<file path="src/design/sobel_gradient_3x3_defines.svh">
`ifndef SOBEL_GRADIENT_3X3_DEFINES_SVH
`define SOBEL_GRADIENT_3X3_DEFINES_SVH

// same-cycle implication on clk_i, off during reset
`define SG_ASSERT_NOW(lbl, ante, cons, msg) \
  lbl: assert property (@(posedge clk_i) disable iff (!rst_ni) (ante) |-> (cons)) else $error(msg);

// next-cycle implication on clk_i, off during reset
`define SG_ASSERT_NEXT(lbl, ante, cons, msg) \
  lbl: assert property (@(posedge clk_i) disable iff (!rst_ni) (ante) |=> (cons)) else $error(msg);

`endif

</file>
<file path="src/design/sg_pkg.sv">
`default_nettype none

package sg_pkg;

  localparam int MAX_WIDTH = 2048;
  localparam int ADDR_W    = $clog2(MAX_WIDTH);
  localparam int COL_W     = 11;
  localparam int ROW_W     = 12;
  localparam int CFG_W     = 12;
  localparam int PIX_W     = 24;

  localparam logic [CFG_W-1:0] RST_FRAME_WIDTH  = 12'd640;
  localparam logic [CFG_W-1:0] RST_FRAME_HEIGHT = 12'd480;

  typedef enum logic [1:0] {
    CFG_FRAME_WIDTH  = 2'd0,
    CFG_FRAME_HEIGHT = 2'd1,
    CFG_DIRECTION    = 2'd2
  } cfg_idx_e;

  typedef struct packed {
    logic signed [7:0] red;
    logic signed [7:0] green;
    logic signed [7:0] blue;
  } grad_t;

  // mask bit 0: centre (col-1,row-1), bit 1: row end (col,row-1), bit 2: last row (col,row)
  typedef struct packed {
    logic [2:0]       mask;
    logic [COL_W-1:0] col;
    logic [ROW_W-1:0] row;
    grad_t            grad;
  } emit_req_t;

endpackage

`default_nettype wire

</file>
<file path="src/design/sg_window.sv">
`default_nettype none

module sg_window import sg_pkg::*; (
  input  wire logic             clk_i,
  input  wire logic             rst_ni,
  input  wire logic             shift_i,
  input  wire logic             direction_i,
  input  wire logic [PIX_W-1:0] up_i,
  input  wire logic [PIX_W-1:0] lo_i,
  input  wire logic [PIX_W-1:0] px_i,
  output grad_t                 grad_o
);

  logic [PIX_W-1:0] win_q [9];
  logic [PIX_W-1:0] win_d [9];

  function automatic logic [9:0] tri_sum(logic [7:0] a, logic [7:0] b, logic [7:0] c);
    return {2'b00, a} + {1'b0, b, 1'b0} + {2'b00, c};
  endfunction

  // (pos - neg) / 8, truncating toward zero
  function automatic logic signed [7:0] div8(logic [9:0] pos, logic [9:0] neg);
    logic signed [10:0] d;
    logic signed [10:0] b;
    d = $signed({1'b0, pos}) - $signed({1'b0, neg});
    b = d + (d[10] ? 11'sd7 : 11'sd0);
    return b[10:3];
  endfunction

  function automatic logic signed [7:0] chan_grad(logic dir, int sh,
                                                  logic [PIX_W-1:0] w0, logic [PIX_W-1:0] w1,
                                                  logic [PIX_W-1:0] w2, logic [PIX_W-1:0] w3,
                                                  logic [PIX_W-1:0] w5, logic [PIX_W-1:0] w6,
                                                  logic [PIX_W-1:0] w7, logic [PIX_W-1:0] w8);
    logic [9:0] p;
    logic [9:0] n;
    if (dir) begin
      p = tri_sum(w0[sh +: 8], w1[sh +: 8], w2[sh +: 8]);
      n = tri_sum(w6[sh +: 8], w7[sh +: 8], w8[sh +: 8]);
    end else begin
      p = tri_sum(w2[sh +: 8], w5[sh +: 8], w8[sh +: 8]);
      n = tri_sum(w0[sh +: 8], w3[sh +: 8], w6[sh +: 8]);
    end
    return div8(p, n);
  endfunction

  always_comb begin
    for (int r = 0; r < 3; r++) begin
      win_d[r*3]     = win_q[r*3+1];
      win_d[r*3 + 1] = win_q[r*3+2];
    end
    win_d[2] = up_i;
    win_d[5] = lo_i;
    win_d[8] = px_i;
  end

  always_ff @(posedge clk_i or negedge rst_ni) begin
    if (!rst_ni) begin
      for (int i = 0; i < 9; i++) begin
        win_q[i] <= '0;
      end
    end else if (shift_i) begin
      win_q <= win_d;
    end
  end

  always_comb begin
    grad_o.red   = chan_grad(direction_i, 16, win_d[0], win_d[1], win_d[2], win_d[3],
                             win_d[5], win_d[6], win_d[7], win_d[8]);
    grad_o.green = chan_grad(direction_i, 8, win_d[0], win_d[1], win_d[2], win_d[3],
                             win_d[5], win_d[6], win_d[7], win_d[8]);
    grad_o.blue  = chan_grad(direction_i, 0, win_d[0], win_d[1], win_d[2], win_d[3],
                             win_d[5], win_d[6], win_d[7], win_d[8]);
  end

endmodule

`default_nettype wire

</file>
<file path="config.mk">
export PLATFORM = sky130hd
export DESIGN_NAME = sg_window
export DESIGN_NICKNAME = d
export VERILOG_FILES = /design/src/design/sobel_gradient_3x3_defines.svh /design/src/design/sg_pkg.sv /design/src/design/sg_window.sv
export SDC_FILE = /design/constraint.sdc
export NUM_CORES = 1
export LEC_CHECK = 0
export BUFFER_PORTS_ARGS = -buffer_cell sky130_fd_sc_hd__buf_2
export CAP_MARGIN = 20
export CORE_AREA = 2 2 173 175
export CTS_BUF_LIST = sky130_fd_sc_hd__clkbuf_8
export DETAILED_ROUTE_END_ITERATION = 12
export DIE_AREA = 0 0 175 177
export GPL_TIMING_DRIVEN = 0
export PLACE_DENSITY_LB_ADDON = 0.12
export SLEW_MARGIN = 20
export SYNTH_ARGS = -nofsm -noshare
export SYNTH_HDL_FRONTEND = slang
export SYNTH_SLANG_ARGS = --single-unit
</file>
<file path="constraint.sdc">
create_clock -name clk_i -period 8.9 [get_ports clk_i]
set_input_delay 1.335 -clock clk_i [delete_from_list [all_inputs] [get_ports clk_i]]
set_output_delay 1.335 -clock clk_i [all_outputs]
set_load 0.05 [all_outputs]
</file>
==> metrics, run 1 <==
Startpoint Class=primary input; share of cells above drive strength 1=20.90%; worst-path cell chain=clkbuf_1, clkbuf_1, clkbuf_1, mux2i_1, ha_1, inv_1, fa_1, a211oi_1, o21ai_0, a41oi_1, ha_1, a21oi_1, and3_1, nand3_1, nand3_1, nor4b_2, nand3_1, xnor2_1, buf_2; fill count=2671; routed len/inst=18.97 µm; initial antenna violation count=3; number of global-route vias before repair=9326; Final period util=94.32%; HP Start=win_d[96]; row count=63; global-route wire length before repair=52.23 mm; Worst R2R Path Depth=1; outcome=finished, final reports clean; die width=175 µm; # Max-Cap Violations=0; Die ar.=30980 µm²; required time of the critical path=7570 ps; Slew Limit Fails=0; GP Congestion=0.8443; Total GRT Usage=22.19%; Synth cell types=53; clock net sink count=144; Slowest cell on crit path=clkbuf_1; Worst Skew=14.25 ps; Root Buffer=clkbuf_8; CTS tree=yes; DR pass1 iterations=5; crit path max fanout=10; reg-to-reg endpoint=win_d[69]; Seq/Total Area, Yosys=27.79%; Multi-input gate area=8995 µm²; Crit. path cell count=19; DP HPWL=25.91 mm; largest net degree at the start of global routing=95; most frequent cells in the layout=144 x ha_1, 144 x dfrtp_1, 138 x mux2_2; fmax=0.1191 GHz; DRT iter0 DRCs=402; initial core utilization=44.34%; CP startpoint=direction_i; Gate Count Post-Synth=1187; RSZ-0062 raised after global routing=false; Buf/Inv on CP=5; post-synthesis cell area=12970 µm²; number of routed nets with antenna violations=0; average size of a mapped cell=10.92 µm²; HP Class=reg -> reg; cts bufs inserted=17; clk buf depth=2; core area=29240 µm²; Synth Net Count=1506; Seq cells post-synth=144; worst reg2reg setup slack=8060 ps; WL final=32.40 mm; EDFF count, synth=0; Least-Margin Pin Slew=1007 ps; Crit Path Class=in -> out; Reg clk slew, reported paths=100 ps; Die H=177 µm; Slew HR=32.85%; setup_tns=0 ps; register area=3603 µm²; H-tree depth=4; synth warn=0; crit path time final=8395 ps; IO buf count=97; Setup-failing EPs final=0; largest stage delay on the critical path=800 ps; final hold violations=0; vias per cell=5.311; Cell Count Post-Placement=1675; CP endpoint=grad_o[7]; cell family with most CP delay=buffers and inverters; hold_buf cts=0; max reg flops=144; Nets=1623; later-pin clock latency in the skew report=480 ps; Via Count=9071; Area Overhead vs Synth=10.97%; DR DRC count=0; CP endpoint kind=output pin; WP data arrival=7060 ps; post-route insts no fill=1708; fraction of registers with async set/reset=100.0%; ys flop type=dfrtp_1; I/O Pins=100; GR Overflow Total=0; worst reg2reg path startpoint=win_d[69]
[synthesized netlist by cell type, drive strengths merged (25+ instances only)]
cell type	instances	area (µm²)
inv	68	255.2
a21oi	74	370.4
fa	99	1982
nand2	34	127.6
xnor2	68	595.6
xor2	42	367.9
dfrtp	144	3603
a21o	30	225.2
o21ai	49	245.2
nor2	73	274.0
nor3	25	125.1
mux2	138	1554
ha	144	1802
[what timing repair did]
action | CTS | global route
setup endpoints to repair | 0 | 2
endpoints found under the hold margin | 0 | 0
buffers inserted | 0 | 0
resized for setup | 0 | 2
[worst min-delay path by stage]
stage | depth (start not counted) | slack (ps) | to
2_1_floorplan | 2 | 450 | win_d[120]
3_3_place_gp | 2 | 470 | win_d[120]
3_5_place_dp | 2 | 470 | win_d[120]
4_1_cts | 2 | 500 | win_d[120]
5_1_grt | 1 | 520 | win_d[109]
6_report | 2 | 490 | win_d[120]
[cells by family after synthesis]
group           share of synthesized area (%)
compound gates                          11.61
xor+xnor                                7.430
fa+ha+maj                               29.18
buf+inv                                 2.837
flops                                   27.79
mux                                     13.37
simple gates                            7.778
[metrics by stage]
stage          cell area [µm²]  setup slack, ps  util (%)  hold WS (ps)
2_1_floorplan            12970             1075         -         449.2
3_3_place_gp             13940            493.0     47.67         472.8
3_5_place_dp             13980            492.3     47.79         472.7
4_1_cts                  14380            463.8     49.18         499.4
5_1_grt                  14390            127.2     49.19         521.3
6_report                 14390            505.1     49.20         493.6
[area by class of cell]
| class | count | area share, % |
|---|---|---|
| diodes | 2 | 0.03478 |
| plain buffers | 30 | 0.7913 |
| clock buffers | 20 | 1.913 |
| clock inverters | 11 | 0.9043 |
| inverters | 68 | 1.774 |
| multi-input cells | 945 | 62.51 |
| flip-flops and latches | 144 | 25.04 |
| well taps | 390 | 3.391 |
| repair buffers | 98 | 3.635 |
[per-layer routing]
metal  global-route usage, %  share of wire (%)
met1                   29.78                 47
met2                   37.43                 48
met3                   3.351                2.6
met4                   6.285                2.1
met5                       0              0.031
Power of run 1 is not shown: default switching activity piles up to over one toggle a cycle in this logic, so the estimate is an artifact.
==> run 2, diff against run 1 <==
- ABC_AREA: unset -> 1
- CORE_AREA: 2 2 173 175 -> 2 2 180 182
- DIE_AREA: 0 0 175 177 -> 0 0 182 184
==> run 2 against run 1 <==
Clock skew down 5.2 ps. Hold slack lost 1.5 ps. Area after synthesis increased by 7.6%. Final cell count is 40% higher. Via count rose by 38%. Sequential share of layout area fell by 1.6 points. Synthesized cell count grew 57%. Global-route usage grew 3.2 points. Routed wire length rose by 27%.
==> metrics, run 2 <==
RSZ-0062 raised after global routing=false; Area Overhead vs Synth=10.25%; mux contribution to synthesized area=0.6456% (-13 points); Synth cell types=34 (-36%); Die H=184 µm (+4.0%); setup_tns=0 ps (unchanged); Final period util=82.63% (-12 points); Slew Limit Fails=0 (unchanged); WP data arrival=6020 ps (-1040 ps); number of routed nets with antenna violations=0 (unchanged); cts bufs inserted=17 (unchanged); synth warn=0 (unchanged); Seq cells post-synth=144 (unchanged); WL final=41.18 mm (+27%); Cell Count Post-Placement=2365 (+41%); HP Start=win_d[96]; main combinational cell family by area after synthesis=adder cells; Nets=2301 (+42%); later-pin clock latency in the skew report=490 ps (about the same); most numerous cell in the Yosys netlist=nand2_1; commonest cells in the netlist=489 x nand2_1, 263 x inv_1, 176 x a21oi_1; most frequent cells in the layout=489 x nand2_1, 266 x inv_1, 176 x a21oi_1; initial antenna violation count=1 (-2); hold_buf cts=0 (unchanged); DR pass1 iterations=8 (+3); clock net sink count=144 (unchanged); H-tree depth=4 (unchanged); DP HPWL=32.85 mm (+27%); share of cells above drive strength 1=8.170% (-13 points); Max IR drop VDD=0.5174 mV; outcome=finished, final reports clean; commonest non-fill, non-tap cell in the layout=nand2_1; die width=182 µm (+4.0%); max reg flops=144 (unchanged); # diodes=0 (-2); Gate Count Post-Synth=1865 (+57%); EDFF count, synth=0 (unchanged); number of global-route vias before repair=11847 (+27%); IO buf count=97 (unchanged); Crit Path Class=in -> out; M3 GR Usage=4.081% (+0.73 points); Worst Skew=9.031 ps (-5.224 ps); CTS resizes=0 (unchanged); vias per cell=5.211 (-1.9%); xor/xnor share of the synthesized area=2.134% (-5.3 points); average size of a mapped cell=7.482 µm² (-32%); clk buf depth=2 (unchanged); grt met2 use=42.03% (+4.6 points); CTS tree=yes; dominant cells by area after synthesis=dfrtp_1 26%, fa_1 14%, nand2_1 13%, ha_1 13%, inv_1 7.1%; Root Buffer=clkbuf_8; GR Overflow Total=0 (unchanged); I/O Pins=100 (unchanged); final hold violations=0 (unchanged); row count=65 (+3.2%); crit path max fanout=8 (-2); M1 GR Usage=34.68% (+4.9 points); HP Class=reg -> reg; # Max-Cap Violations=0 (unchanged); Compound-Gate Fraction of Synth Area=11.90% (+0.29 points); Seq/Total Area, Yosys=25.82% (-2.0 points); reg-to-reg endpoint=win_d[52]; Via Count=12490 (+38%); global-route wire length before repair=65.00 mm (+24%); WHS=492.1 ps (-1.477 ps); worst reg2reg path startpoint=win_d[52]; required time of the critical path=7570 ps (about the same); Setup Fix Bufs, Post-CTS=0 (unchanged); Setup-failing EPs final=0 (unchanged); Synth top area share=25.82% (-2.0 points); GR peak layer=met2; pwr/cell area=356.7 nW/µm²; Worst Hold End=win_d[120]; area leader, netlist=dfrtp_1; Worst R2R Path Depth=2 (+1); Synth Net Count=2184 (+45%); Die ar.=33490 µm² (+8.1%); Slew HR=29.70% (-3.2 points); post-route insts no fill=2397 (+40%); CP endpoint kind=output pin; GP Congestion=0.9364 (+11%); crit path time final=7354 ps (-1041 ps); DR DRC count=0 (unchanged); largest net degree at the start of global routing=88 (-7.4%); Reg clk slew, reported paths=90 ps (about the same); initial core utilization=44.45% (+0.11 points); fraction of registers with async set/reset=100.0% (unchanged); Lkg Pwr=8.032 nW; Synth Area in Adders=27.11% (-2.1 points); Startpoint Class=primary input; Worst Hold Depth=2 (unchanged); routed len/inst=17.18 µm (-9.4%); worst reg2reg setup slack=8120 ps (+60 ps); Synth Area in Simple Gates=23.90% (+16 points); Total GRT Usage=25.40% (+3.2 points); core area=31390 µm² (+7.3%); DRT iter0 DRCs=883 (+120%); fmax=0.1360 GHz (+14%); Least-Margin Pin Slew=1054 ps (+47.30 ps); ys flop type=dfrtp_1; post-synthesis cell area=13950 µm² (+7.6%)
==> run 2: worst max-delay path by stage <==
stage / cells past startpoint / to / slack (ps) / start
after floorplan: 24 / grad_o[2] / 1980 / up_i[1]
final: 27 / grad_o[7] / 1550 / up_i[1]
after CTS: 27 / grad_o[7] / 1570 / up_i[1]
after global placement: 27 / grad_o[7] / 1610 / up_i[1]
after detailed placement: 27 / grad_o[7] / 1600 / up_i[1]
after global routing: 29 / grad_o[13] / 1050 / up_i[9]
==> run 2: stage by stage <==
stage	power (mW)	worst slack, ps	utilization (%)	area [µm²]
final	5.488	1546	49.01	15380
after global routing	6.015	1045	49.01	15380
after CTS	5.501	1569	49.01	15380
after detailed placement	4.924	1600	47.72	14980
after global placement	4.881	1607	47.60	14940
after floorplan	4.037	1978	-	13950
==> run 2: per-layer routing <==
layer / share of wire (%) / wire (µm)
met5: 0 / 0
met4: 2.0 / 830
met3: 6.1 / 2503
met2: 47 / 19160
met1: 45 / 18690
==> run 2: power by group <==
part,switching (mW),internal (mW)
Sequential,0.0602,0.720
Clock,0.287,0.276
Combinational,2.88,1.27
Total,3.23,2.26
==> run 2: cell families (layout without fill, tap and decap cells) <==
logic type | Yosys count | count (layout)
compound gates | 319 | 319
mux | 9 | 9
simple gates | 803 | 803
xor+xnor | 34 | 34
buf+inv | 313 | 443
flops | 144 | 144
fa+ha+maj | 243 | 243
==> run 2: layout make-up <==
| class | count | area [µm²] |
|---|---|---|
| repair buffers | 98 | 523.0 |
| multi-input cells | 1408 | 9168 |
| plain buffers | 45 | 177.7 |
| inverters | 268 | 1006 |
| clock inverters | 15 | 170.2 |
| fillers | 3197 | 16010 |
| well taps | 402 | 503.0 |
| clock buffers | 17 | 234.0 |
| flip-flops and latches | 144 | 3603 |
==> run 2: worst max-delay path: stages <==
cell and delay [ps]:
buf_2 80, inv_1 100, fa_1 550, inv_1 40
ha_1 220, fa_1 480, nand3_1 120, nand3_1 130
nand2_1 120, nand2_1 60, a21oi_1 150, xor2_1 230
o22ai_1 150, ha_1 450, nand2_1 110, nor2_1 190
nand2_1 100, nand2_1 90, inv_1 80, ha_1 320
nand2_1 70, inv_1 50, nand3_1 100, o21ai_4 230
nand4_1 120, nand2_1 80, buf_2 250
(Power assumes the default switching activity.)
==> run 3, diff against run 2 <==
- clock period: 8.9 -> 6.3 ns (I/O delays scaled with it)
==> run 3 against run 2 <==
Sequential power grew 41%. Clock skew is essentially flat. Via count grew 0.61%. Global-route usage is essentially flat. Power grew 51%. Die area is the same. Hold slack lost 52 ps. Sequential share of layout area shrank 0.65 points.
==> metrics, run 3 (synthesis gave the netlist of run 2 again) <==
clk buf depth=2 (unchanged); die width=182 µm (unchanged); core area=31390 µm² (unchanged); Root Buffer=clkbuf_8; DP HPWL=32.85 mm (unchanged); GR Overflow Total=0 (unchanged); largest net degree at the start of global routing=88 (unchanged); Slew HR=27.98% (-1.7 points); Final period util=95.84%; final hold violations=0 (unchanged); Setup-failing EPs final=0 (unchanged); CP endpoint kind=output pin; # Max-Cap Violations=0 (unchanged); initial antenna violation count=1 (unchanged); number of global-route vias before repair=11878 (+0.26%); GP Congestion=0.9364 (unchanged); Max IR drop VDD=0.6591 mV (+27%); commonest non-fill, non-tap cell in the layout=nand2_1; Die ar.=33490 µm² (unchanged); largest stage delay on the critical path=540 ps (about the same); Least-Margin Pin Slew=1080 ps (+25.83 ps); outcome=finished, final reports clean; Via Count=12566 (+0.61%); Slew Limit Fails=0 (unchanged); DRT iter0 DRCs=836 (-5.3%); Die H=184 µm (unchanged); crit path time final=6038 ps; crit path max fanout=7 (-1); cell family with most CP delay=adder cells; Slowest cell on crit path=fa_1; number of routed nets with antenna violations=0 (unchanged); setup_tns=0 ps (unchanged); fmax=0.1656 GHz; WL final=41.66 mm (+1.2%); H-tree depth=4 (unchanged); Startpoint Class=primary input; Reg clk slew, reported paths=90 ps (about the same); Cell Count Post-Placement=2365 (unchanged); WHS=440.1 ps (-51.99 ps); Gate power share=77.2% (+1.7 points); initial core utilization=44.45% (unchanged); routed len/inst=17.31 µm (+0.79%); later-pin clock latency in the skew report=480 ps (about the same); IO buf count=97 (unchanged); Lkg Pwr=8.127 nW (+1.2%); Clk pwr share=9.6% (-0.7 points); row count=65 (unchanged); Crit Path Class=in -> out; cts bufs inserted=17 (unchanged); # diodes=0 (unchanged); DR pass1 iterations=6 (-2); register share of total power=13.3% (-0.9 points); post-route insts no fill=2406 (+0.38%); Nets=2310 (+0.39%); Buf/Inv on CP=5 (-1); Area Overhead vs Synth=13.41%; vias per cell=5.223 (+0.23%); Internal=3.570 mW (+58%); DR DRC count=0 (unchanged); max reg flops=144 (unchanged); HP Class=in -> async; net switching power=4.736 mW (+47%); Worst Skew=8.874 ps (-0.1573 ps); Critical Path Most Common Cell=nand2_1; CTS tree=yes; pwr/cell area=524.8 nW/µm² (+47%); global-route wire length before repair=65.14 mm (+0.22%); WP data arrival=5090 ps (-930 ps); Total GRT Usage=25.45% (+0.048 points); share of cells above drive strength 1=12.18% (+4.0 points); switching power share of the total=57.01% (-1.8 points); clock net sink count=144 (unchanged); I/O Pins=100 (unchanged); required time of the critical path=5350 ps (-2220 ps); most frequent cells in the layout=474 x nand2_1, 259 x inv_1, 163 x a21oi_1
-- run 3: layout make-up --
type	instances	area [µm²]
plain buffers	45	177.7
clock buffers	17	234.0
clock inverters	15	170.2
fillers	3159	15570
inverters	268	1008
multi-input cells	1408	9470
flip-flops and latches	144	3603
well taps	402	503.0
repair buffers	107	659.4
-- run 3: repair_timing --
item,in CTS,in global routing
pin swaps,5,23
setup buffers,2,7
endpoints found under the hold margin,0,0
setup endpoints to repair,16,24
hold buffers,0,0
gates resized for setup,29,82
-- run 3: power by group through the flow --
| stage | Sequential, mW | Clock, mW | Combinational (mW) |
|---|---|---|---|
| after detailed placement | 1.12 | 0 | 5.84 |
| final | 1.10 | 0.795 | 6.41 |
| after floorplan | 1.10 | 0 | 4.61 |
| after global routing | 1.12 | 0.840 | 7.12 |
| after global placement | 1.12 | 0 | 5.78 |
| after CTS | 1.10 | 0.807 | 6.05 |
-- run 3: path summary, 6_finish.rpt --
kind                           start    endpoint  slack, ps  depth (start not counted)
max                         up_i[17]  grad_o[23]        260                         28
min                           rst_ni   win_d[26]        440                          1
max reg2reg                win_d[52]   win_d[52]       5520                          2
min reg2reg                win_d[96]  win_d[120]        490                          2
max in group asynchronous     rst_ni  win_d[133]       5060                          2
min in group clk_i         win_d[96]  win_d[120]        490                          2
-- run 3: stage by stage --
| stage | worst slack (ps) | power [mW] | utilization (%) | cell area (µm²) |
|---|---|---|---|---|
| after floorplan | 158.2 | 5.704 | - | 13950 |
| after global placement | -213.1 | 6.895 | 47.60 | 14940 |
| after detailed placement | -220.2 | 6.956 | 47.72 | 14980 |
| after CTS | 1.693 | 7.962 | 49.36 | 15490 |
| after global routing | -30.62 | 9.073 | 50.41 | 15830 |
| final | 262.4 | 8.306 | 50.41 | 15830 |
-- run 3: worst register-to-register path, cell delays in order (launching register included) --
cell,delay (ps)
dfrtp_1,450
nor2_1,120
a21oi_1,50
-- run 3: routing by layer --
layer	track usage [%]	vias up	wire, µm
met3	4.160	64	2353
met2	42.08	361	19490
met4	6.968	0	877
met1	34.70	5868	18940
met5	0	-	0
li1	-	6273	-
