--- src/design/sobel_gradient_3x3_defines.svh ---
`ifndef SOBEL_GRADIENT_3X3_DEFINES_SVH
`define SOBEL_GRADIENT_3X3_DEFINES_SVH

// same-cycle implication on clk_i, off during reset
`define SG_ASSERT_NOW(lbl, ante, cons, msg) \
  lbl: assert property (@(posedge clk_i) disable iff (!rst_ni) (ante) |-> (cons)) else $error(msg);

// next-cycle implication on clk_i, off during reset
`define SG_ASSERT_NEXT(lbl, ante, cons, msg) \
  lbl: assert property (@(posedge clk_i) disable iff (!rst_ni) (ante) |=> (cons)) else $error(msg);

`endif

--- src/design/sg_pkg.sv ---
`default_nettype none

package sg_pkg;

  localparam int MAX_WIDTH = 2048;
  localparam int ADDR_W    = $clog2(MAX_WIDTH);
  localparam int COL_W     = 11;
  localparam int ROW_W     = 12;
  localparam int CFG_W     = 12;
  localparam int PIX_W     = 24;

  localparam logic [CFG_W-1:0] RST_FRAME_WIDTH  = 12'd640;
  localparam logic [CFG_W-1:0] RST_FRAME_HEIGHT = 12'd480;

  typedef enum logic [1:0] {
    CFG_FRAME_WIDTH  = 2'd0,
    CFG_FRAME_HEIGHT = 2'd1,
    CFG_DIRECTION    = 2'd2
  } cfg_idx_e;

  typedef struct packed {
    logic signed [7:0] red;
    logic signed [7:0] green;
    logic signed [7:0] blue;
  } grad_t;

  // mask bit 0: centre (col-1,row-1), bit 1: row end (col,row-1), bit 2: last row (col,row)
  typedef struct packed {
    logic [2:0]       mask;
    logic [COL_W-1:0] col;
    logic [ROW_W-1:0] row;
    grad_t            grad;
  } emit_req_t;

endpackage

`default_nettype wire

--- src/design/sg_emit.sv ---
`default_nettype none

module sg_emit import sg_pkg::*; (
  input  wire logic       clk_i,
  input  wire logic       rst_ni,
  input  wire logic       req_valid_i,
  input  wire emit_req_t  req_i,
  output logic            req_ready_o,
  output logic            out_valid_o,
  input  wire logic       out_ready_i,
  output logic [COL_W-1:0] col_o,
  output logic [ROW_W-1:0] row_o,
  output grad_t           grad_o,
  output logic            last_o
);

  logic [2:0] mask_q, mask_d, mask_rest;
  emit_req_t  rec_q;
  logic       out_xfer;

  assign mask_rest   = mask_q & (mask_q - 3'd1);
  assign out_valid_o = |mask_q;
  assign out_xfer    = out_valid_o && out_ready_i;
  assign last_o      = (mask_rest == 3'd0);
  assign req_ready_o = out_xfer ? last_o : !out_valid_o;

  always_comb begin
    mask_d = out_xfer ? mask_rest : mask_q;
    if (req_valid_i && req_ready_o) begin
      mask_d = req_i.mask;
    end
  end

  always_ff @(posedge clk_i or negedge rst_ni) begin
    if (!rst_ni) begin
      mask_q <= '0;
    end else begin
      mask_q <= mask_d;
    end
  end

  always_ff @(posedge clk_i) begin
    if (req_valid_i && req_ready_o) begin
      rec_q <= req_i;
    end
  end

  always_comb begin
    col_o  = rec_q.col;
    row_o  = rec_q.row;
    grad_o = '0;
    if (mask_q[0]) begin
      col_o  = rec_q.col - 11'd1;
      row_o  = rec_q.row - 12'd1;
      grad_o = rec_q.grad;
    end else if (mask_q[1]) begin
      row_o  = rec_q.row - 12'd1;
    end
  end

endmodule

`default_nettype wire

--- config.mk ---
export PLATFORM = sky130hd
export DESIGN_NAME = sg_emit
export DESIGN_NICKNAME = d
export VERILOG_FILES = /design/src/design/sobel_gradient_3x3_defines.svh /design/src/design/sg_pkg.sv /design/src/design/sg_emit.sv
export SDC_FILE = /design/constraint.sdc
export NUM_CORES = 1
export LEC_CHECK = 0
export BUFFER_PORTS_ARGS = -buffer_cell sky130_fd_sc_hd__buf_2
export CORE_ASPECT_RATIO = 1.2
export CORE_MARGIN = 2
export CORE_UTILIZATION = 30
export DETAILED_ROUTE_END_ITERATION = 8
export HOLD_SLACK_MARGIN = 0.15
export SLEW_MARGIN = 20
export SYNTH_ARGS = -nofsm -noshare
export SYNTH_HDL_FRONTEND = slang
export SYNTH_SLANG_ARGS = --single-unit
--- constraint.sdc ---
create_clock -name clk_i -period 3.2 [get_ports clk_i]
set_input_delay 0.48 -clock clk_i [delete_from_list [all_inputs] [get_ports clk_i]]
set_output_delay 0.48 -clock clk_i [all_outputs]
set_load 0.02 [all_outputs]
==> results of run 1 <==
-- sequential cells by signal (all words and copies together) (netlist names) --
register and flops:
rec_q 47, mask_q 3
-- area by class of cell --
type                    instances  share of cell area (%)
well taps                      90                    3.78
clock inverters                 3                    1.51
inverters                       6                   0.755
multi-input cells             101                    23.3
clock buffers                   5                    2.31
repair buffers                106                    18.5
flip-flops and latches         50                    49.8
-- routing by layer --
| metal | track usage, % | routed length (um) |
|---|---|---|
| met5 | 0 | 0 |
| met4 | 3.03 | 36 |
| met3 | 3.75 | 338 |
| met2 | 19.9 | 2450 |
| met1 | 12.5 | 1770 |
-- worst max-delay path, cell delays in order (launching register included) --
cell                        delay, ns
sky130_fd_sc_hd__edfxtp_1        0.44
sky130_fd_sc_hd__nor3_2          0.26
sky130_fd_sc_hd__o2111ai_2       0.26
sky130_fd_sc_hd__nor4b_2         0.32
sky130_fd_sc_hd__xor2_1          0.17
sky130_fd_sc_hd__buf_2           0.18
-- power breakdown --
| group | internal, uW | leakage (uW) | switching, uW | total, uW |
|---|---|---|---|---|
| Clock | 232 | 0.0000504 | 205 | 437 |
| Sequential | 870 | 0.000481 | 86.3 | 956 |
| Combinational | 239 | 0.000755 | 412 | 651 |
-- cells in the mapped netlist (2+ instances only) --
cell                        n
sky130_fd_sc_hd__a21oi_1    4
sky130_fd_sc_hd__nand2b_1   2
sky130_fd_sc_hd__xnor2_1    6
sky130_fd_sc_hd__nor3_1     4
sky130_fd_sc_hd__nor2_1     9
sky130_fd_sc_hd__nand2_1    9
sky130_fd_sc_hd__inv_1      6
sky130_fd_sc_hd__o21ai_0    3
sky130_fd_sc_hd__nor4_1     2
sky130_fd_sc_hd__buf_2      3
sky130_fd_sc_hd__xor2_1    13
sky130_fd_sc_hd__dfrtp_1    3
sky130_fd_sc_hd__clkbuf_1   3
sky130_fd_sc_hd__ha_1       2
sky130_fd_sc_hd__and2_1    25
sky130_fd_sc_hd__edfxtp_1  47
-- how the worst max path moves through the flow --
stage                      from        end  slack, ns  cells after the start
global route          rec_q[27]  row_o[11]       0.57                      5
CTS                   rec_q[27]   row_o[9]       0.77                      5
detailed placement  out_ready_i  rec_q[12]       0.91                      6
floorplan           out_ready_i   rec_q[0]       0.28                      4
finish                rec_q[27]   row_o[9]       0.80                      5
global placement    out_ready_i   rec_q[3]       0.95                      6
-- through the flow --
step	power, uW	cells	setup WS (ns)
6_report	2050	361	0.804
5_1_grt	2170	361	0.573
4_1_cts	2080	361	0.771
3_5_place_dp	1630	352	0.906
3_3_place_gp	1630	352	0.953
2_1_floorplan	1390	163	0.282
-- cell families (layout without fill, tap and decap cells) --
group | Yosys count | after routing | share of synthesized area, %
flops | 50 | 50 | 66.7
compound gates | 16 | 16 | 5.00
simple gates | 62 | 62 | 16.6
fa+ha+maj | 3 | 3 | 1.57
xor+xnor | 19 | 19 | 7.47
mux | 1 | 1 | 0.449
buf+inv | 12 | 120 | 2.19
-- timing repair --
action	CTS	global route
hold buffers	1	0
setup endpoints to repair	0	0
hold endpoints to repair	3	0
==> impl_metrics.env, run 1 <==
export IMPL_launch_point_of_the_worst_reg_to_reg_path="mask_q[1]"
export IMPL_synth_edf_count=47
export IMPL_tightest_slew_ns=0.484
export IMPL_die_width_um=82.7
export IMPL_power_density_mw_per_mm2=686
export IMPL_grt_overflow_total=0
export IMPL_synth_seq_area_share_pct=66.7
export IMPL_hpwl_after_dpl_mm=3.52
export IMPL_finish_instance_area_mm2=0.00298
export IMPL_synth_seq_cells=50
export IMPL_drt_initial_violations=30
export IMPL_worst_clock_skew_ns=0.00595
export IMPL_end_kind="output pin"
export IMPL_placementRows=34
export IMPL_die_height_um=98.4
export IMPL_syn_to_final_growth_pct=33.9
export IMPL_ff_latch_area_mm2=0.00149
export IMPL_drt_total_wl_mm=4.59
export IMPL_tritoncts_num_sinks=50
export IMPL_synth_top_flop_cell="sky130_fd_sc_hd__edfxtp_1"
export IMPL_vdd_ir_drop_worst_uv=381
export IMPL_ant_nets=0
export IMPL_max_cap_viol_count=0
export IMPL_clock_root_buffer="sky130_fd_sc_hd__clkbuf_8"
export IMPL_worst_ep_required_time_ns=2.72
export IMPL_cts_resized=0
export IMPL_global_route_wire_length_before_repair_mm=6.89
export IMPL_yosys_cell_types_count=38
export IMPL_fmax_mhz=417
export IMPL_cp_start_kind="register"
export IMPL_final_setup_vio_count=0
export IMPL_detailed_place_area_mm2=0.00286
export IMPL_final_core_util_pct=41.2
export IMPL_final_max_slew_viol_count=0
export IMPL_hold_viol_final=0
export IMPL_grt_pass1_vias=1534
export IMPL_min_to="rec_q[3]"
export IMPL_synth_top_area_share_pct=63.3
export IMPL_cts_setup_buffers=0
export IMPL_async_flop_share_pct=6.00
export IMPL_drt_wirelength_per_cell_um=12.7
export IMPL_dr_total_vias=1603
export IMPL_number_of_buffers_added_by_the_clock_tree_synthesis_step=5
export IMPL_antenna_found_initial=0
export IMPL_nets=326
export IMPL_hp_start="req_i[3]"
export IMPL_synth_nets=219
export IMPL_placement_io_buffers=103
export IMPL_reg2reg_slack_ns=1.05
export IMPL_final_hold_worst_slack_ns=0.351
export IMPL_clk_path_buf_depth=2
export IMPL_post_syn_area_mm2=0.00223
export IMPL_rsz_0062_raised_after_global_routing="false"
export IMPL_worstReg2RegEnd="rec_q[18]"
export IMPL_static_leakage_power_uw=0.00129
export IMPL_postSynthCellCount=163
export IMPL_final_period_utilization_pct=74.9
export IMPL_detailed_routing_iterations_pass_1=6
export IMPL_initial_cell_density_of_the_core_pct=30.8
export IMPL_relSlewSlack_pct=67.7
export IMPL_clock_transition_at_path_regs_ns=0.09
export IMPL_synth_area_per_cell_um2=13.7
export IMPL_worst_setup_path_type="register to output pin"
export IMPL_largest_area_contributor_in_the_synthesized_netlist="sky130_fd_sc_hd__edfxtp_1"
export IMPL_multiInputGateArea_um2=694
export IMPL_cts_htree_levels=2
export IMPL_holdPathStages=1
export IMPL_core_area_mm2=0.00723
export IMPL_r2r_worst_path_cells=4
export IMPL_period_needed_ns=2.40
export IMPL_source_to_sink_clock_delay_at_the_later_pin_of_the_worst_skew_pair_ns=0.29
export IMPL_route_detailed_drc=0
export IMPL_setup_tns_ns=0
export IMPL_mostFrequentLayoutCells="sky130_fd_sc_hd__buf_2 (103), sky130_fd_sc_hd__edfxtp_1 (47), sky130_fd_sc_hd__and2_1 (24)"
export IMPL_mostFrequentLayoutCell="sky130_fd_sc_hd__buf_2"
export IMPL_outcome="completed"
export IMPL_top_level_ports=104
export IMPL_cp_max_fo=4
export IMPL_antenna_diode_count=0
export IMPL_globalRouteTotalUtil_pct=11.2
export IMPL_final_layout_size_suffix_gt1_share_pct=44.6
export IMPL_cts_tree="yes"
export IMPL_synth_area_leaders="sky130_fd_sc_hd__edfxtp_1 (63%), sky130_fd_sc_hd__and2_1 (7.0%), sky130_fd_sc_hd__xor2_1 (5.1%), sky130_fd_sc_hd__dfrtp_1 (3.4%), sky130_fd_sc_hd__xnor2_1 (2.4%)"
export IMPL_arr_time_crit_path_ns=1.92
export IMPL_ys_warn_count=0
export IMPL_hp_class="input pin to register"
export IMPL_routed_via_density=4.44
export IMPL_routabilityCongestion=0.797
export IMPL_num_fill_cells=703
export IMPL_pin_count_of_the_biggest_net_entering_global_routing=38
export IMPL_die_outline_area_mm2=0.00814
Power figures use the tool's default switching activity.
==> inputs of run 2 (changes only) <==
Clock period 3.2 ns to 2.5 ns, I/O delays scaled along.
==> impl_metrics.env, run 2 (same netlist as run 1, synthesis figures left out) <==
export IMPL_outcome="completed"
export IMPL_largest_register_ffs=47
export IMPL_source_to_sink_clock_delay_at_the_later_pin_of_the_worst_skew_pair_ns=0.30
export IMPL_timing_critical_path_to="row_o[9]"
export IMPL_initial_cell_density_of_the_core_pct=30.8
export IMPL_mostFrequentLayoutCells="sky130_fd_sc_hd__buf_2 (103), sky130_fd_sc_hd__edfxtp_1 (47), sky130_fd_sc_hd__and2_1 (24)"
export IMPL_worstReg2RegEnd="rec_q[31]"
export IMPL_power_clock_fraction_pct=19.0
export IMPL_clock_transition_at_path_regs_ns=0.10
export IMPL_drt_total_wl_mm=4.52
export IMPL_antenna_diode_count=0
export IMPL_die_outline_area_mm2=0.00814
export IMPL_nets=327
export IMPL_mostFrequentLayoutCell="sky130_fd_sc_hd__buf_2"
export IMPL_worst_ep_required_time_ns=2.12
export IMPL_r2r_worst_path_cells=4
export IMPL_globalRouteTotalUtil_pct=11.1
export IMPL_placement_io_buffers=103
export IMPL_clock_root_buffer="sky130_fd_sc_hd__clkbuf_8"
export IMPL_tightest_slew_ns=0.408
export IMPL_power_switching_share_pct=36.0
export IMPL_period_needed_ns=2.30
export IMPL_hold_viol_final=0
export IMPL_worst_setup_path_type="register to output pin"
export IMPL_cts_tree="yes"
export IMPL_core_area_mm2=0.00723
export IMPL_vdd_ir_drop_worst_uv=375
export IMPL_cp_max_fo=4
export IMPL_clk_path_buf_depth=2
export IMPL_antenna_found_initial=0
export IMPL_syn_to_final_growth_pct=32.6
export IMPL_drt_initial_violations=15
export IMPL_max_cap_viol_count=0
export IMPL_rsz_0062_raised_after_global_routing="false"
export IMPL_cp_start_kind="register"
export IMPL_placementRows=34
export IMPL_end_kind="output pin"
export IMPL_launch_point_of_the_worst_reg_to_reg_path="mask_q[1]"
export IMPL_cts_htree_levels=2
export IMPL_largest_registers="rec_q (47), mask_q (3)"
export IMPL_static_leakage_power_uw=0.00129
export IMPL_grt_pass1_vias=1470
export IMPL_registers_top_by_ff_count="rec_q"
export IMPL_p_int_uw=1620
export IMPL_final_setup_vio_count=0
export IMPL_relSlewSlack_pct=72.8
export IMPL_worst_clock_skew_ns=0.00560
export IMPL_fmax_mhz=434
export IMPL_reg2reg_slack_ns=0.50
export IMPL_ant_nets=0
export IMPL_final_layout_size_suffix_gt1_share_pct=44.9
export IMPL_detailed_routing_iterations_pass_1=4
export IMPL_dr_total_vias=1597
export IMPL_hpwl_after_dpl_mm=3.49
export IMPL_number_of_buffers_added_by_the_clock_tree_synthesis_step=5
export IMPL_cts_setup_buffers=0
export IMPL_finish_instance_area_mm2=0.00296
export IMPL_die_height_um=98.4
export IMPL_die_width_um=82.7
export IMPL_sequentialPowerShare_pct=48.4
export IMPL_pin_count_of_the_biggest_net_entering_global_routing=38
export IMPL_arr_time_crit_path_ns=1.93
export IMPL_power_net_switching_uw=911
export IMPL_tritoncts_num_sinks=50
export IMPL_num_fill_cells=732
export IMPL_final_hold_worst_slack_ns=0.237
export IMPL_power_frac_comb_pct=32.6
export IMPL_final_period_utilization_pct=92.1
export IMPL_final_max_slew_viol_count=0
export IMPL_top_level_ports=104
export IMPL_drt_wirelength_per_cell_um=12.5
export IMPL_global_route_wire_length_before_repair_mm=6.80
export IMPL_routed_via_density=4.41
export IMPL_grt_overflow_total=0
export IMPL_route_detailed_drc=0
export IMPL_crit_path_start="rec_q[27]"
export IMPL_setup_tns_ns=0
export IMPL_final_core_util_pct=40.9
export IMPL_power_density_mw_per_mm2=855
export IMPL_hp_class="input pin to register"
export IMPL_routabilityCongestion=0.635
export IMPL_detailed_place_area_mm2=0.00285
## run 2: cell count changes in the layout (fill, tap and decap cells not counted), sizes merged
cell | before | now
clkinv | 0 | 1
inv | 6 | 8
clkinvlp | 2 | 0
bufinv | 1 | 0
buf | 105 | 106
## run 2: timing repair
action / in CTS / in global routing
hold buffers: 1 / 0
hold endpoints to repair: 3 / 0
resized for setup: 0 / 0
## run 2: layer usage
layer	vias to the layer above	global-route usage [%]	wire (um)
li1	797	-	-
met4	0	3.40	43
met1	734	12.2	1710
met2	62	19.6	2360
met3	4	4.03	409
met5	-	0	0
## run 2: through the flow
step	setup WS [ns]	total power [uW]	cells
floorplan	0.155	1780	163
global placement	0.532	2070	353
detailed placement	0.454	2090	353
CTS	0.157	2570	362
global route	0.0366	2680	362
finish	0.198	2530	362
## run 2: worst min path at each step
stage	startpoint	endpoint	slack, ns	cells after the start
after floorplan	rst_ni	mask_q[0]	0.08	0
after detailed placement	rst_ni	mask_q[1]	0.17	1
after CTS	req_i[21]	rec_q[21]	0.23	1
final	req_i[21]	rec_q[21]	0.24	1
after global placement	rst_ni	mask_q[2]	0.17	1
after global routing	req_i[44]	rec_q[44]	0.22	1
## run 2: final cells by class
class                      count  area (um2)  area share [%]
clock buffer                   5        68.8            2.33
clock inverter                 3        22.5           0.762
inverter                       6        22.5           0.762
multi-input combinational    101         694            23.5
sequential                    50        1490            50.3
tap                           90         113            3.81
timing repair buffer         107         548            18.5
## run 2: power by group through the flow
stage,Combinational [uW],Sequential [uW],Clock [uW]
after global placement,836,1240,0
after CTS,846,1220,500
after detailed placement,843,1240,0
final,825,1220,480
after floorplan,578,1200,0
after global routing,907,1240,532
## run 2: critical path, stage by stage, from the launching register on
cell and delay, ns:
sky130_fd_sc_hd__edfxtp_1 0.45, sky130_fd_sc_hd__nor3_2 0.27, sky130_fd_sc_hd__o2111ai_2 0.25, sky130_fd_sc_hd__nor4b_2 0.32, sky130_fd_sc_hd__xor2_1 0.17, sky130_fd_sc_hd__buf_2 0.18
==> inputs of run 3 (changes only) <==
Settings changed: CORE_MARGIN 2 to not set.
==> impl_metrics.env, run 3 (same netlist as run 1, synthesis figures left out) <==
export IMPL_outcome="completed"
export IMPL_cpMaxStageDelayCell="sky130_fd_sc_hd__edfxtp_1"
export IMPL_route_detailed_drc=0
export IMPL_nets=328
export IMPL_worst_path_dominant_cell_family="simple AND/OR/NAND/NOR gates"
export IMPL_registers_top_by_ff_count="rec_q"
export IMPL_most_crowded_layer_after_global_routing="met2"
export IMPL_clk_path_buf_depth=2
export IMPL_tritoncts_num_sinks=50
export IMPL_final_max_slew_viol_count=0
export IMPL_static_leakage_power_uw=0.00129
export IMPL_drt_wirelength_per_cell_um=12.2
export IMPL_antenna_diode_count=0
export IMPL_worst_clock_skew_ns=0.00563
export IMPL_met2_usage_pct=20.1
export IMPL_globalRouteTotalUtil_pct=11.6
export IMPL_reg2reg_slack_ns=0.49
export IMPL_clock_transition_at_path_regs_ns=0.09
export IMPL_hold_viol_final=0
export IMPL_vdd_ir_drop_worst_uv=483
export IMPL_largest_registers="rec_q (47), mask_q (3)"
export IMPL_cp_slowest_stage_delay_ns=0.43
export IMPL_final_period_utilization_pct=91.0
export IMPL_die_outline_area_mm2=0.00778
export IMPL_grt_pass1_vias=1488
export IMPL_global_route_wire_length_before_repair_mm=6.63
export IMPL_largest_register_ffs=47
export IMPL_initial_cell_density_of_the_core_pct=30.8
export IMPL_hp_class="input pin to register"
export IMPL_period_needed_ns=2.28
export IMPL_fmax_mhz=439
export IMPL_mostFrequentLayoutCells="sky130_fd_sc_hd__buf_2 (103), sky130_fd_sc_hd__edfxtp_1 (47), sky130_fd_sc_hd__and2_1 (24)"
export IMPL_antenna_found_initial=0
export IMPL_launch_point_of_the_worst_reg_to_reg_path="mask_q[1]"
export IMPL_end_kind="output pin"
export IMPL_cts_tree="yes"
export IMPL_cp_max_fo=4
export IMPL_relSlewSlack_pct=73.2
export IMPL_max_cap_viol_count=0
export IMPL_placementRows=34
export IMPL_tightest_slew_ns=0.399
export IMPL_die_width_um=80.7
export IMPL_pin_count_of_the_biggest_net_entering_global_routing=21
export IMPL_detailed_routing_iterations_pass_1=4
export IMPL_postCtsHoldBufs=1
export IMPL_cts_setup_buffers=0
export IMPL_grt_overflow_total=0
export IMPL_final_setup_vio_count=0
export IMPL_drt_total_wl_mm=4.41
export IMPL_cts_resized=0
export IMPL_mostFrequentLayoutCell="sky130_fd_sc_hd__buf_2"
export IMPL_hpwl_after_dpl_mm=3.44
export IMPL_hp_start="req_i[3]"
export IMPL_arr_time_crit_path_ns=1.90
export IMPL_top_level_ports=104
export IMPL_final_layout_size_suffix_gt1_share_pct=44.7
export IMPL_globalRouteMet1Util_pct=13.1
export IMPL_clock_root_buffer="sky130_fd_sc_hd__clkbuf_8"
export IMPL_cells_traversed_along_the_worst_timing_path="inv_1 -> ha_1 -> o21ai_1 -> nand2b_1 -> nor3_1 -> xor2_1 -> buf_2"
export IMPL_worstPathBufferInverterCount=2
export IMPL_routed_via_density=4.33
export IMPL_die_height_um=96.4
export IMPL_syn_to_final_growth_pct=34.0
export IMPL_dr_total_vias=1570
export IMPL_routabilityCongestion=0.680
export IMPL_setup_tns_ns=0
export IMPL_worst_ep_required_time_ns=2.12
export IMPL_core_area_mm2=0.00723
export IMPL_ant_nets=0
export IMPL_placement_io_buffers=103
export IMPL_drt_initial_violations=30
export IMPL_source_to_sink_clock_delay_at_the_later_pin_of_the_worst_skew_pair_ns=0.30
export IMPL_crit_path_start="rec_q[24]"
export IMPL_power_density_mw_per_mm2=851
export IMPL_number_of_buffers_added_by_the_clock_tree_synthesis_step=5
export IMPL_cts_htree_levels=2
export IMPL_global_route_usage_met3_pct=3.66
export IMPL_cp_start_kind="register"
export IMPL_overall_power_uw=2540
export IMPL_worst_setup_path_type="register to output pin"
export IMPL_rsz_0062_raised_after_global_routing="false"
run 3: cell count changes in the layout (fill, tap and decap cells not counted), sizes merged:
cell / delta
inv: -1
clkinvlp: +1
buf: +1
run 3: final timing paths:
| kind | end | depth (start not counted) |
|---|---|---|
| min in group asynchronous | mask_q[1] | 2 |
| worst min register to register | mask_q[2] | 2 |
| worst max-delay path | row_o[10] | 7 |
| worst max register to register | rec_q[33] | 4 |
| max in group asynchronous | mask_q[2] | 2 |
| worst min-delay path | rec_q[3] | 1 |
run 3: cell type report:
class / count / area [um2]
fill: 702 / 4250
sequential: 50 / 1490
multi-input combinational: 101 / 694
timing repair buffer: 108 / 581
tap: 90 / 113
clock buffer: 5 / 68.8
inverter: 6 / 22.5
clock inverter: 3 / 20.0
run 3: worst reg2reg max path, cell delays in order, from the launching register on:
cell	delay (ns)
sky130_fd_sc_hd__dfrtp_1	0.52
sky130_fd_sc_hd__maj3_1	0.40
sky130_fd_sc_hd__o2bb2ai_1	0.17
sky130_fd_sc_hd__and2_2	0.42
sky130_fd_sc_hd__buf_12	0.22
run 3: report_power, final:
part | switching [uW] | internal, uW
clock network | 264 | 197
registers | 109 | 1110
logic | 527 | 329
total | 900 | 1640
run 3: routing by layer:
layer  up-vias  share of wire (%)
li1        797                  -
met1       714                 40
met2        54                 52
met3         5                6.2
met4         0                1.5
met5         -                  0
run 3: metrics by stage:
stage | utilization (%) | area (um2) | hold slack, ns | instances | setup WS (ns)
6_report | 41.3 | 2990 | 0.246 | 363 | 0.224
3_3_place_gp | 39.9 | 2890 | 0.177 | 354 | 0.461
2_1_floorplan | - | 2230 | 0.0794 | 163 | 0.155
4_1_cts | 41.3 | 2990 | 0.232 | 363 | 0.198
3_5_place_dp | 39.9 | 2890 | 0.173 | 354 | 0.462
5_1_grt | 41.3 | 2990 | 0.222 | 363 | 0.0329
